## config.mk

```make
export PLATFORM = sky130hd
export DESIGN_NAME = stepper_ramp_step_generator_flat
export DESIGN_NICKNAME = d
export VERILOG_FILES = /design/src/sv/srsg_pkg.sv /design/src/sv/srsg_in_if.sv /design/src/sv/srsg_out_if.sv /design/src/sv/stepper_ramp_step_generator.sv /design/src/sv/srsg_cfg.sv /design/src/sv/srsg_slot.sv /design/src/flat_wrapper.sv
export SDC_FILE = /design/constraint.sdc
export NUM_CORES = 1
export LEC_CHECK = 0
export ABC_AREA = 1
export BUFFER_PORTS_ARGS = -buffer_cell sky130_fd_sc_hd__buf_2
export CORE_MARGIN = 5
export CORE_UTILIZATION = 29
export CTS_CLUSTER_SIZE = 30
export DETAILED_ROUTE_END_ITERATION = 7
export REMOVE_ABC_BUFFERS = 1
export SLEW_MARGIN = 5
export SYNTH_ARGS = -nofsm -noshare
export SYNTH_HDL_FRONTEND = slang
export SYNTH_HIERARCHICAL = 1
export SYNTH_SLANG_ARGS = --single-unit
```

## constraint.sdc

```tcl
create_clock -name clk -period 5.57 [get_ports clk]
set_input_delay 0.2785 -clock clk [delete_from_list [all_inputs] [get_ports clk]]
set_output_delay 0.2785 -clock clk [all_outputs]
set_load 0.02 [all_outputs]
```

## src/sv/srsg_pkg.sv

```systemverilog
`timescale 1ns / 1ps
// ----------------------------------------------------------------------------
// srsg_pkg
// Shared types and constants for the stepper ramp step generator.
// ----------------------------------------------------------------------------
package srsg_pkg;

  // Input operation codes.
  typedef enum logic [1:0] {
    OP_LOAD     = 2'd0,
    OP_POSITION = 2'd1,
    OP_JOG      = 2'd2,
    OP_SETPOS   = 2'd3
  } op_t;

  // Register indexes on the configuration port.
  localparam logic [1:0] REG_BASE_HALF  = 2'd0;
  localparam logic [1:0] REG_RAMP_LIMIT = 2'd1;
  localparam logic [1:0] REG_DECEL_DIST = 2'd2;
  localparam logic [1:0] REG_DIR_INV    = 2'd3;

  localparam int CFG_ADDR_BITS = 4;
  localparam int CFG_DATA_BITS = 32;
  localparam int HALF_BITS     = 16;
  localparam int RAMP_BITS     = 18;

  localparam logic [15:0] BASE_HALF_RST  = 16'd1000;
  localparam logic [15:0] RAMP_LIMIT_RST = 16'd400;
  localparam logic [15:0] DECEL_DIST_RST = 16'd500;

  localparam logic signed [RAMP_BITS-1:0] RAMP_MAX = 18'sh1FFFF;
  localparam logic signed [RAMP_BITS-1:0] RAMP_MIN = 18'sh20000;

  typedef struct packed {
    logic [15:0] base_half_period;
    logic [15:0] ramp_limit_half;
    logic [15:0] decel_distance;
    logic        dir_invert;
  } cfg_t;

  typedef struct packed {
    op_t                op;
    logic signed [31:0] value;
    logic               jog_dir;
    logic               jog_hold;
    logic               limit_plus;
    logic               limit_minus;
  } in_item_t;

  typedef struct packed {
    logic                 step;
    logic                 direction;
    logic [HALF_BITS-1:0] half_period;
    logic signed [31:0]   position;
    logic                 done_res;
  } out_item_t;

endpackage

```

## src/sv/srsg_in_if.sv

```systemverilog
`timescale 1ns / 1ps
// ----------------------------------------------------------------------------
// srsg_in_if
// Valid/ready channel that carries one step slot request.
// ----------------------------------------------------------------------------
interface srsg_in_if import srsg_pkg::*; ();
  logic     valid;
  logic     ready;
  in_item_t data;

  modport source (output valid, output data, input ready);
  modport sink (input valid, input data, output ready);
endinterface

```

## src/sv/srsg_out_if.sv

```systemverilog
`timescale 1ns / 1ps
// ----------------------------------------------------------------------------
// srsg_out_if
// Valid/ready channel that carries one step slot result.
// ----------------------------------------------------------------------------
interface srsg_out_if import srsg_pkg::*; ();
  logic      valid;
  logic      ready;
  out_item_t data;

  modport source (output valid, output data, input ready);
  modport sink (input valid, input data, output ready);
endinterface

```

## src/sv/stepper_ramp_step_generator.sv

```systemverilog
`timescale 1ns / 1ps
// ----------------------------------------------------------------------------
// stepper_ramp_step_generator
// Trapezoidal ramp stepper step generator, one result per slot request.
// ----------------------------------------------------------------------------
// Each accepted request yields exactly one result. The block takes one request
// per clock cycle while the output is not held back: a request is held in
// an input register, evaluated combinationally by the slot logic, which also
// updates the position, target, ramp and done state, and lands in a result
// register. While a result waits to be taken, one further request can still
// be accepted into the input register. Configuration writes take effect on the
// next evaluated request and should be made while no request is in flight.
module stepper_ramp_step_generator import srsg_pkg::*; #(
  parameter int POSITION_BITS = 32
) (
  input  logic                     clk,
  input  logic                     rst_n,
  srsg_in_if.sink                  in_ch,
  srsg_out_if.source               out_ch,
  input  logic                     psel,
  input  logic                     penable,
  input  logic                     pwrite,
  input  logic [CFG_ADDR_BITS-1:0] paddr,
  input  logic [CFG_DATA_BITS-1:0] pwdata,
  output logic [CFG_DATA_BITS-1:0] prdata,
  output logic                     pready
);

  localparam int PB = POSITION_BITS;

  cfg_t                        cfg;
  in_item_t                    in_item_r;
  logic                        in_vld_r;
  out_item_t                   out_r;
  logic                        out_vld_r;
  logic [PB-1:0]               pos_r;
  logic [PB-1:0]               tgt_r;
  logic signed [RAMP_BITS-1:0] ramp_r;
  logic                        done_r;
  logic [PB-1:0]               pos_nxt;
  logic [PB-1:0]               tgt_nxt;
  logic signed [RAMP_BITS-1:0] ramp_nxt;
  logic                        done_nxt;
  out_item_t                   res;
  logic                        adv;
  logic                        in_rdy;

  srsg_cfg u_cfg (
    .clk     (clk),
    .rst_n   (rst_n),
    .psel    (psel),
    .penable (penable),
    .pwrite  (pwrite),
    .paddr   (paddr),
    .pwdata  (pwdata),
    .prdata  (prdata),
    .pready  (pready),
    .cfg     (cfg)
  );

  srsg_slot #(
    .POSITION_BITS (PB)
  ) u_slot (
    .item     (in_item_r),
    .cfg      (cfg),
    .pos      (pos_r),
    .tgt      (tgt_r),
    .ramp     (ramp_r),
    .done     (done_r),
    .pos_nxt  (pos_nxt),
    .tgt_nxt  (tgt_nxt),
    .ramp_nxt (ramp_nxt),
    .done_nxt (done_nxt),
    .res      (res)
  );

  // The result register moves whenever it is empty or being taken.
  assign adv          = !out_vld_r || out_ch.ready;
  assign in_rdy       = !in_vld_r || adv;
  assign in_ch.ready  = in_rdy;
  assign out_ch.valid = out_vld_r;
  assign out_ch.data  = out_r;

  // Control state and axis state.
  always_ff @(posedge clk) begin
    if (!rst_n) begin
      in_vld_r  <= 1'b0;
      out_vld_r <= 1'b0;
      pos_r     <= '0;
      tgt_r     <= '0;
      ramp_r    <= '0;
      done_r    <= 1'b1;
    end else begin
      if (in_rdy) in_vld_r <= in_ch.valid;
      if (adv) out_vld_r <= in_vld_r;
      if (in_vld_r && adv) begin
        pos_r  <= pos_nxt;
        tgt_r  <= tgt_nxt;
        ramp_r <= ramp_nxt;
        done_r <= done_nxt;
      end
    end
  end

  // Payload registers.
  always_ff @(posedge clk) begin
    if (in_ch.valid && in_rdy) in_item_r <= in_ch.data;
    if (in_vld_r && adv) out_r <= res;
  end

  // A load arms the move, clears the ramp and produces a stepless result.
  a_load_arms: assert property (@(posedge clk) disable iff (!rst_n)
    (in_vld_r && adv && (in_item_r.op == OP_LOAD)) |=>
      (!done_r && (ramp_r == '0) && out_vld_r && !out_r.step))
    else $error("load did not arm the move");

  // A finished move issues no step until it is rearmed.
  a_done_no_step: assert property (@(posedge clk) disable iff (!rst_n)
    (in_vld_r && adv && done_r && (in_item_r.op != OP_LOAD)) |=> !out_r.step)
    else $error("step issued while move done");

  // A slot moves the position by at most one count.
  a_pos_one_step: assert property (@(posedge clk) disable iff (!rst_n)
    (in_vld_r && adv && ((in_item_r.op == OP_POSITION) || (in_item_r.op == OP_JOG))) |=>
      ((pos_r == $past(pos_r)) || (pos_r == $past(pos_r) + PB'(1)) ||
       (pos_r == $past(pos_r) - PB'(1))))
    else $error("position jumped by more than one");

  // Results without a step carry no period or direction.
  a_idle_fields: assert property (@(posedge clk) disable iff (!rst_n)
    (out_vld_r && !out_r.step) |-> ((out_r.half_period == '0) && !out_r.direction))
    else $error("stepless result carries period or direction");

  // Input stalls only when both registers are full and the output is held.
  a_stall_cause: assert property (@(posedge clk) disable iff (!rst_n)
    !in_ch.ready |-> (in_vld_r && out_vld_r && !out_ch.ready))
    else $error("input stalled without backpressure");

endmodule

```

## src/sv/srsg_cfg.sv

```systemverilog
`timescale 1ns / 1ps
// ----------------------------------------------------------------------------
// srsg_cfg
// APB-style register file holding the ramp and direction settings.
// ----------------------------------------------------------------------------
module srsg_cfg import srsg_pkg::*; (
  input  logic                     clk,
  input  logic                     rst_n,
  input  logic                     psel,
  input  logic                     penable,
  input  logic                     pwrite,
  input  logic [CFG_ADDR_BITS-1:0] paddr,
  input  logic [CFG_DATA_BITS-1:0] pwdata,
  output logic [CFG_DATA_BITS-1:0] prdata,
  output logic                     pready,
  output cfg_t                     cfg
);

  cfg_t        cfg_r;
  logic        wr_en;
  logic [1:0]  reg_idx;

  assign pready  = 1'b1;
  assign wr_en   = psel && penable && pwrite;
  assign reg_idx = paddr[3:2];
  assign cfg     = cfg_r;

  // Register writes complete in the access phase of a transfer.
  always_ff @(posedge clk) begin
    if (!rst_n) begin
      cfg_r.base_half_period <= BASE_HALF_RST;
      cfg_r.ramp_limit_half  <= RAMP_LIMIT_RST;
      cfg_r.decel_distance   <= DECEL_DIST_RST;
      cfg_r.dir_invert       <= 1'b0;
    end else if (wr_en) begin
      unique case (reg_idx)
        REG_BASE_HALF:  cfg_r.base_half_period <= pwdata[15:0];
        REG_RAMP_LIMIT: cfg_r.ramp_limit_half  <= pwdata[15:0];
        REG_DECEL_DIST: cfg_r.decel_distance   <= pwdata[15:0];
        REG_DIR_INV:    cfg_r.dir_invert       <= pwdata[0];
        default:        cfg_r                  <= cfg_r;
      endcase
    end
  end

  // Read data mux.
  always_comb begin
    unique case (reg_idx)
      REG_BASE_HALF:  prdata = {16'd0, cfg_r.base_half_period};
      REG_RAMP_LIMIT: prdata = {16'd0, cfg_r.ramp_limit_half};
      REG_DECEL_DIST: prdata = {16'd0, cfg_r.decel_distance};
      REG_DIR_INV:    prdata = {31'd0, cfg_r.dir_invert};
      default:        prdata = '0;
    endcase
  end

endmodule

```

## src/sv/srsg_slot.sv

```systemverilog
`timescale 1ns / 1ps
// ----------------------------------------------------------------------------
// srsg_slot
// Evaluates one slot: step decision, ramp update, period and next state.
// ----------------------------------------------------------------------------
module srsg_slot import srsg_pkg::*; #(
  parameter int POSITION_BITS = 32
) (
  input  in_item_t                      item,
  input  cfg_t                          cfg,
  input  logic [POSITION_BITS-1:0]      pos,
  input  logic [POSITION_BITS-1:0]      tgt,
  input  logic signed [RAMP_BITS-1:0]   ramp,
  input  logic                          done,
  output logic [POSITION_BITS-1:0]      pos_nxt,
  output logic [POSITION_BITS-1:0]      tgt_nxt,
  output logic signed [RAMP_BITS-1:0]   ramp_nxt,
  output logic                          done_nxt,
  output out_item_t                     res
);

  localparam int PB = POSITION_BITS;

  logic [PB-1:0]                val_p;
  logic signed [PB:0]           diff_tp;
  logic signed [PB:0]           diff_pt;
  logic [PB:0]                  dist_abs;
  logic                         at_target;
  logic                         pos_minus;
  logic                         far;
  logic                         reach;
  logic                         go;
  logic                         minus;
  logic                         blocked;
  logic signed [RAMP_BITS:0]    ramp_ext;
  logic signed [RAMP_BITS:0]    limit_ext;
  logic                         up_ok;
  logic                         dn_ok;
  logic signed [RAMP_BITS+1:0]  twice_half;
  logic [HALF_BITS-1:0]         half_c;
  logic                         step_c;
  logic                         dir_c;
  logic [HALF_BITS-1:0]         half_o;

  // Operand value wrapped or sign-extended to the position width.
  assign val_p = PB'(item.value);

  // Distance to target in both senses; only one is positive in a move.
  assign diff_tp   = $signed({tgt[PB-1], tgt}) - $signed({pos[PB-1], pos});
  assign diff_pt   = $signed({pos[PB-1], pos}) - $signed({tgt[PB-1], tgt});
  assign at_target = (pos == tgt);
  assign pos_minus = diff_tp[PB];
  assign dist_abs  = pos_minus ? diff_pt : diff_tp;
  // Remaining steps after this one are dist_abs - 1.
  assign far       = dist_abs > (PB+1)'(cfg.decel_distance);
  assign reach     = dist_abs == (PB+1)'(1);

  // Ramp limits.
  assign ramp_ext  = {ramp[RAMP_BITS-1], ramp};
  assign limit_ext = $signed({3'b000, cfg.ramp_limit_half});
  assign up_ok     = (ramp_ext <= limit_ext) && (ramp != RAMP_MAX);
  assign dn_ok     = ramp != RAMP_MIN;

  // Half period from the ramp before this slot, in doubled units.
  assign twice_half = $signed({3'b000, cfg.base_half_period, 1'b0}) -
                      $signed({{2{ramp[RAMP_BITS-1]}}, ramp});

  always_comb begin
    if (twice_half[RAMP_BITS+1] || (twice_half == '0)) begin
      half_c = '0;
    end else if (twice_half[RAMP_BITS:RAMP_BITS-1] != 2'b00) begin
      half_c = '1;
    end else begin
      half_c = twice_half[HALF_BITS:1];
    end
  end

  // Direction of travel and whether the slot wants to move.
  always_comb begin
    unique case (item.op)
      OP_POSITION: begin
        go    = !at_target;
        minus = pos_minus;
      end
      OP_JOG: begin
        go    = item.jog_hold;
        minus = item.jog_dir;
      end
      default: begin
        go    = 1'b0;
        minus = 1'b0;
      end
    endcase
  end

  assign blocked = minus ? item.limit_minus : item.limit_plus;

  // Next state and slot outputs.
  always_comb begin
    pos_nxt  = pos;
    tgt_nxt  = tgt;
    ramp_nxt = ramp;
    done_nxt = done;
    step_c   = 1'b0;
    dir_c    = 1'b0;
    half_o   = '0;
    unique case (item.op)
      OP_LOAD: begin
        tgt_nxt  = val_p;
        ramp_nxt = '0;
        done_nxt = 1'b0;
      end
      OP_SETPOS: begin
        pos_nxt = val_p;
      end
      OP_POSITION, OP_JOG: begin
        if (!done) begin
          if (!go || blocked) begin
            done_nxt = 1'b1;
          end else begin
            step_c  = 1'b1;
            dir_c   = minus ^ cfg.dir_invert;
            half_o  = half_c;
            pos_nxt = minus ? (pos - PB'(1)) : (pos + PB'(1));
            if (item.op == OP_POSITION) begin
              if (far) begin
                if (up_ok) ramp_nxt = ramp + RAMP_BITS'(1);
              end else begin
                if (dn_ok) ramp_nxt = ramp - RAMP_BITS'(1);
              end
              if (reach) done_nxt = 1'b1;
            end else if (up_ok) begin
              ramp_nxt = ramp + RAMP_BITS'(1);
            end
          end
        end
      end
      default: begin
        pos_nxt = pos;
      end
    endcase
  end

  assign res.step        = step_c;
  assign res.direction   = dir_c;
  assign res.half_period = half_o;
  assign res.position    = 32'(pos_nxt);
  assign res.done_res    = done_nxt;

endmodule
```

## src/flat_wrapper.sv

```systemverilog
// flat-port wrapper written by rule: the top's interface ports become plain ports
module stepper_ramp_step_generator_flat import srsg_pkg::*;
#(
  parameter int POSITION_BITS = 32
)
  (clk, rst_n, psel, penable, pwrite, paddr, pwdata, prdata, pready, in_ch_valid, in_ch_data, in_ch_ready, out_ch_valid, out_ch_data, out_ch_ready);
  srsg_in_if in_ch_i ();
  srsg_out_if out_ch_i ();
  input  logic clk;
  input  logic rst_n;
  input  logic psel;
  input  logic penable;
  input  logic pwrite;
  input  logic [CFG_ADDR_BITS-1:0] paddr;
  input  logic [CFG_DATA_BITS-1:0] pwdata;
  output logic [CFG_DATA_BITS-1:0] prdata;
  output logic pready;
  input wire logic [$bits(in_ch_i.valid)-1:0] in_ch_valid;
  input wire logic [$bits(in_ch_i.data)-1:0] in_ch_data;
  output wire logic [$bits(in_ch_i.ready)-1:0] in_ch_ready;
  output wire logic [$bits(out_ch_i.valid)-1:0] out_ch_valid;
  output wire logic [$bits(out_ch_i.data)-1:0] out_ch_data;
  input wire logic [$bits(out_ch_i.ready)-1:0] out_ch_ready;
  assign in_ch_i.valid = in_ch_valid;
  assign in_ch_i.data = in_ch_data;
  assign in_ch_ready = in_ch_i.ready;
  assign out_ch_valid = out_ch_i.valid;
  assign out_ch_data = out_ch_i.data;
  assign out_ch_i.ready = out_ch_ready;
  stepper_ramp_step_generator #(.POSITION_BITS(POSITION_BITS)) u_core (.clk(clk), .rst_n(rst_n), .in_ch(in_ch_i), .out_ch(out_ch_i), .psel(psel), .penable(penable), .pwrite(pwrite), .paddr(paddr), .pwdata(pwdata), .prdata(prdata), .pready(pready));
endmodule
```

After elaboration in Yosys (flattened, before gate mapping)
Index checks and enable logic that the tools add are counted.

storage, ports and cells
  bits of input ports = 81
  register bits after elaboration = 223
  output and inout bits = 86
  logic and storage cells = 96

operators by class
  equal/unequal tests = 13
  bitwise gates (word level) = 2
  muxes and demuxes = 23
  magnitude comparators = 2
  reduce and logical (&&, ||, !) cells = 28
  add/subtract/negate cells = 7

operators by type and width
  kind                                                  count
  case mux 32 bit (4 select lines)                      1
  2-to-1 mux 18 bit                                     6
  2-to-1 mux 32 bit                                     3
  subtractor 32 x 32 -> 33 bit                          2
  case mux 32 bit (2 select lines)                      1
  != test 18 bit, second input constant                 2
  case mux 18 bit (2 select lines)                      1
  equality test 33 x 1 -> 1 bit, second input constant  1
  greater-than comparator 33 x 16 -> 1 bit              1
  2-to-1 mux 33 bit                                     1
  adder 32 x 1 -> 32 bit, second input constant         1
  equality test 32 bit                                  1
  subtractor 32 x 1 -> 32 bit, second input constant    1
  logical NOT 20 bit                                    1
  subtractor 18 x 18 -> 19 bit                          1
  adder 18 x 2 -> 18 bit, second input constant         1
  <= comparator 18 x 17 -> 1 bit                        1
  subtractor 18 x 2 -> 18 bit, second input constant    1
  2-to-1 mux 16 bit                                     1
  AND reduction 2 bit                                   5
  equality test 2 bit, second input constant            4
  2-to-1 mux 1 bit                                      6
  case mux 1 bit (2 select lines)                       3
  logical AND 1 bit                                     5
  13 further kinds                                      24

Depth between registers and ports, before layout
  word-level depth = 8
  depth in mapped cells = 43
  depth with buffers taken out = 41

By module
Netlist, hierarchy kept.

modules (own cells, without submodules)
  module                       area an instance (um^2)  times used  cells an instance  sequential area each (um^2)
  srsg_slot                    11654.9                  1           2252               0.0
  stepper_ramp_step_generator  6441.2                   1           644                4374.2
  srsg_cfg                     2387.3                   1           367                980.9

Least setup slack after synthesis
Ideal clock, no wire load.

  kind = reg-to-reg
  start point = register u_core.pos_r[1]
  end point = register u_core.out_r (netlist bit u_core/out_ch.data[23]) (data pin)
  clock period less this slack = 4982 ps
  buffers on the path = 1
  required time = 5319 ps
  library setup time = 251 ps
  path slack = 588 ps
  stages on the path, launching flop included = 31
  arrival = 4731 ps
  cell sequence = dfxtp_1 > inv_1 > fa_1 > nand3_1 > nand3_1 > nand2_1 > nand2_1 > nand2_1 > nand2_2 > nand2_2 > nand2_1 > nand2_2 > nand2_4 > o22ai_2 > nand2_2 > inv_1 > ha_1 > a21oi_1 > nand2_1 > a21oi_1 > o21ai_0 > a21oi_1 > o21ai_0 > a21oi_1 > nand2b_1 > nand2_1 > nand2_1 > nand3_1 > nand2_1 > a22oi_1 > buf_4

between the ends
  longest elaborated chain between the ends = 8
  elaborated cells on any way between the ends = 14
  those cells by class = 3 x add/sub; 1 x eq/ne; 7 x mux; 3 x reduce/logical

ends and longest elaborated chain
  element                                                               line                                text
  start: declaration                                                    stepper_ramp_step_generator.sv:36   logic [PB-1:0] pos_r;
  start signal: assignment                                              stepper_ramp_step_generator.sv:97   pos_r <= pos_nxt;
  branches (longest 5 deep; another with subtractor 32 x 32 -> 33 bit)  --
  2-to-1 mux 32 bit *                                                   srsg_slot.sv:118                    if (!go || blocked) begin
  2-to-1 mux 32 bit *                                                   srsg_slot.sv:117                    if (!done) begin
  case mux 32 bit (2 select lines) *                                    srsg_slot.sv:107                    unique case (item.op)
  net u_core.pos_nxt[22]                                                stepper_ramp_step_generator.sv:40   logic [PB-1:0] pos_nxt;
  end signal: assignment                                                stepper_ramp_step_generator.sv:108  if (in_vld_r && adv) out_r <= res;
  end: declaration                                                      stepper_ramp_step_generator.sv:34   out_item_t out_r;

Mark *: on every way through the listed nets, which the timed path passes.
A chain may end at the register's enable or synchronous reset.

Final worst setup path
  start point = register u_core.tgt_r[0]
  end point = register u_core.pos_r[29]

between the ends
  longest elaborated chain between the ends = 8
  elaborated cells on any way between the ends = 12
  those cells by class = 1 x add/sub; 1 x eq/ne; 7 x mux; 3 x reduce/logical

ends and longest elaborated chain
  element                                                               line                               text
  start: declaration                                                    stepper_ramp_step_generator.sv:37  logic [PB-1:0] tgt_r;
  start signal: assignment                                              stepper_ramp_step_generator.sv:98  tgt_r <= tgt_nxt;
  branches (longest 5 deep; another with subtractor 32 x 32 -> 33 bit)  --
  2-to-1 mux 32 bit *                                                   srsg_slot.sv:118
  2-to-1 mux 32 bit *                                                   srsg_slot.sv:117
  case mux 32 bit (2 select lines) *                                    srsg_slot.sv:107
  net u_core.pos_nxt[29]                                                stepper_ramp_step_generator.sv:40

Marks and branches as above.

==> summary.md <==
| Metric | Value |
|---|---|
| Fin Setup TNS | 0 ns |
| Worst hold path class | input pin to flop |
| Startpoint types | flop |
| Minimum clock period | 5.129 ns |
| Most frequent cells in the layout | 940 x nand2_1, 459 x inv_1, 313 x nor2_1 |
| Num ports | 167 |
| Unrepaired setup endpoints after global routing | true |
| DRC | 0 |
| Power per cell area | 266.1 nW/um^2 |
| CTS Buffer Depth | 3 |
| Placement Cell Area | 21800 sq um |
| Slowest CP cell | fa_2 |
| Final HPWL DP | 50470 microns |
| CTS H-tree depth | 1 |
| Crit path DAT | roughly 5.7 ns |
| Mean Syn Cell Area | 6.277 sq um |
| CTS clk-pin slew, worst paths | 0.06 ns |
| Mapped Area | 20480 sq um |
| Port buffer count | 131 |
| Post-detailed-route via-to-cell ratio | between 4 and 5 |
| CTS tree | yes |
| P&R area growth vs syn | 13.59% |
| Violation count after the first detailed-routing iteration | roughly 1700 |
| Cell Rows | 97 |
| Pins Over Slew Limit | 0 |
| Synth cell types | 51 |
| WL/cell | approximately 15 microns |
| Cts bufs inserted | 28 |
| Total track usage | 16.81% |
| Fin crit share | 92.09% |
| Most used cell, CP | nand2_1 |
| Register area share after synthesis | between 20% and 30% |
| Final Hold Violating Endpoints | 0 |
| Vert. Die Dim | 275.8 microns |
| Clk sinks | between 200 and 250 |
| Vias in the first global route | 19190 |
| Relative slew slack | 32.42% |
| YS warnings | 6 |
| Commonest non-fill, non-tap cell in the layout | nand2_1 |
| Detailed Route WL | 66250 microns |
| VDD IR max | 0.0002128 V |
| Design area | 23270 sq um |
| Outcome | finished clean |
| Max-Cap Viols | 0 |
| DIE WIDTH | roughly 280 microns |
| Final Net Count | between 3000 and 4000 |
| Initial antenna violation count | 2 |
| Clk root buf | clkbuf_16 |
| Leakage power | 11.20 nW |
| Worst-Margin Slew | 1.014 ns |
| Share of layout cells above drive strength 1 | under 10% |
| Ant. Diodes | 0 |
| Die footprint | 76050 sq um |
| DR vias | 20410 |
| Final Setup Violations | 0 |
| Largest net degree at the start of global routing | 94 |
| Final antenna-violating net count | 0 |
| CP Class | flop to flop |
| Critical path data required time | 6.09 ns |
| CP Capture Type | flop |
| Achievable clock frequency | 195.0 MHz |
| CP max FO | 10 |
| Core Area | roughly 70000 sq um |
| Clk_lat worst skew | 0.59 ns |
| TritonRoute pass-1 iters | 6 |
| First-pass GRT wire length | 103700 microns |
| Final Wtd Congestion | 0.9340 |
| Largest stage delay, worst path | about 0.4 ns |
| Cell count after synthesis | 3263 |
| Initial Utilization | 29.25% |
| Grt total ovfl | 0 |
| Final Skew | approximately 0.037 ns |
| Reg2reg setup slack | 0.44 ns |
| #FFs+latches synth | 223 |
Yosys cell counts, drive strengths merged:
master / n / area [sq um]
buf: 139 / 898.3
nand2b: 1 / 6.260
o21ai: 112 / 564.3
a211oi: 3 / 22.52
a41oi: 1 / 8.760
o21bai: 19 / 142.6
clkbuf: 40 / 150.1
o22ai: 1 / 12.51
nand3: 294 / 1481
a21boi: 2 / 15.01
a21o: 5 / 37.54
xor2: 58 / 508.0
a21oi: 273 / 1366
a31oi: 2 / 12.51
nand2: 952 / 3613
dfxtp: 134 / 2683
edfxtp: 89 / 2673
and3: 1 / 6.260
inv: 476 / 1789
xnor2: 35 / 306.5
o21a: 3 / 22.52
a22oi: 23 / 172.7
nor3: 33 / 165.2
fa: 4 / 80.08
nand3b: 3 / 22.52
nor2: 334 / 1355
o31ai: 1 / 7.510
conb: 2 / 7.510
or2: 3 / 18.77
and2: 1 / 6.260
clkinv: 4 / 15.01
ha: 150 / 1877
nor4: 11 / 68.82
nand4: 31 / 193.9
nor3b: 2 / 15.01
o211ai: 20 / 150.1
o2111ai: 1 / 8.760
final cells by class:
class,instances,area (sq um)
timing repair buffer,234,1580
fill,7789,46760
tap,940,1176
clock buffer,36,782.0
clock inverter,16,116.4
sequential,223,5363
multi-input combinational,2396,12430
inverter,480,1818
repair_timing:
item / 4_1_cts / 5_1_grt
resized for setup: 0 / 27
buffers inserted: 0 / 1
hold buffers: 47 / 0
endpoints found under the hold margin: 54 / 0
setup endpoints to repair: 0 / 33
cells by family after synthesis:
| group | after synthesis | synth area share [%] |
|---|---|---|
| compound gates | 466 | 12.42 |
| xor+xnor | 93 | 3.977 |
| fa+ha+maj | 154 | 9.553 |
| buf+inv | 659 | 13.93 |
| flops | 223 | 26.14 |
| other cells | 2 | 0.03666 |
| simple gates | 1666 | 33.94 |
sequential cells by signal, summed over array words and instances (netlist names):
register and flops:
u_core/done_r 1, u_core/in_item_r 38, u_core/in_vld_r 1, u_core/out_ch.data 51, u_core/out_ch.valid 1, u_core/pos_r 32, u_core/ramp_r 18, u_core/tgt_r 32
u_core/u_cfg/cfg 49
worst max-delay path, delay by kind of cell, from the launching register on:
family	cells	cell delay [ns]
AOI/OAI and AO/OA	7	1.08
and+or+nand+nor	17	1.68
buffers and inverters	7	0.87
xor gates and xnor gates	1	0.17
adders and majority gates	3	0.90
DFF	1	0.33
worst paths after layout:
kind	endpoint	startpoint	depth (start not counted)
setup reg to reg	u_core/pos_r[29]	u_core/tgt_r[0]	35
hold reg to reg	u_core/u_cfg/cfg[21]	u_core/u_cfg/cfg[21]	2
hold / removal	u_core/u_cfg/cfg[27]	pwdata[10]	5
setup / recovery	u_core/pos_r[29]	u_core/tgt_r[0]	35
report_power, final:
| group | leakage [nW] | total [mW] | internal (mW) | switching [mW] |
|---|---|---|---|---|
| logic | 8.82 | 2.50 | 0.836 | 1.66 |
| clock network | 0.437 | 1.80 | 1.03 | 0.765 |
| registers | 1.95 | 1.89 | 1.80 | 0.0984 |
per-layer routing:
| metal | GRT usage [%] | part of all wire [%] | vias up |
|---|---|---|---|
| met5 | 0 | 0 | - |
| met4 | 3.719 | 2.1 | 0 |
| met3 | 1.721 | 4.9 | 82 |
| met2 | 29.65 | 48 | 497 |
| met1 | 22.25 | 45 | 9284 |
| li1 | - | - | 10550 |
metrics by stage:
stage | hold slack, ns | utilization (%) | cells | setup slack [ns] | power, mW
2_1_floorplan | 0.3626 | - | 3099 | 0.2407 | 3.653
3_3_place_gp | 0.4559 | 31.13 | 4225 | 0.2450 | 4.353
3_5_place_dp | 0.4566 | 31.13 | 4225 | 0.2051 | 4.361
4_1_cts | 0.03172 | 33.08 | 4324 | 0.1584 | 6.227
5_1_grt | 0.07899 | 33.22 | 4325 | -0.02622 | 6.648
6_report | 0.05388 | 33.22 | 4325 | 0.4407 | 6.192
Note: power is estimated with default switching activity, not from simulation.
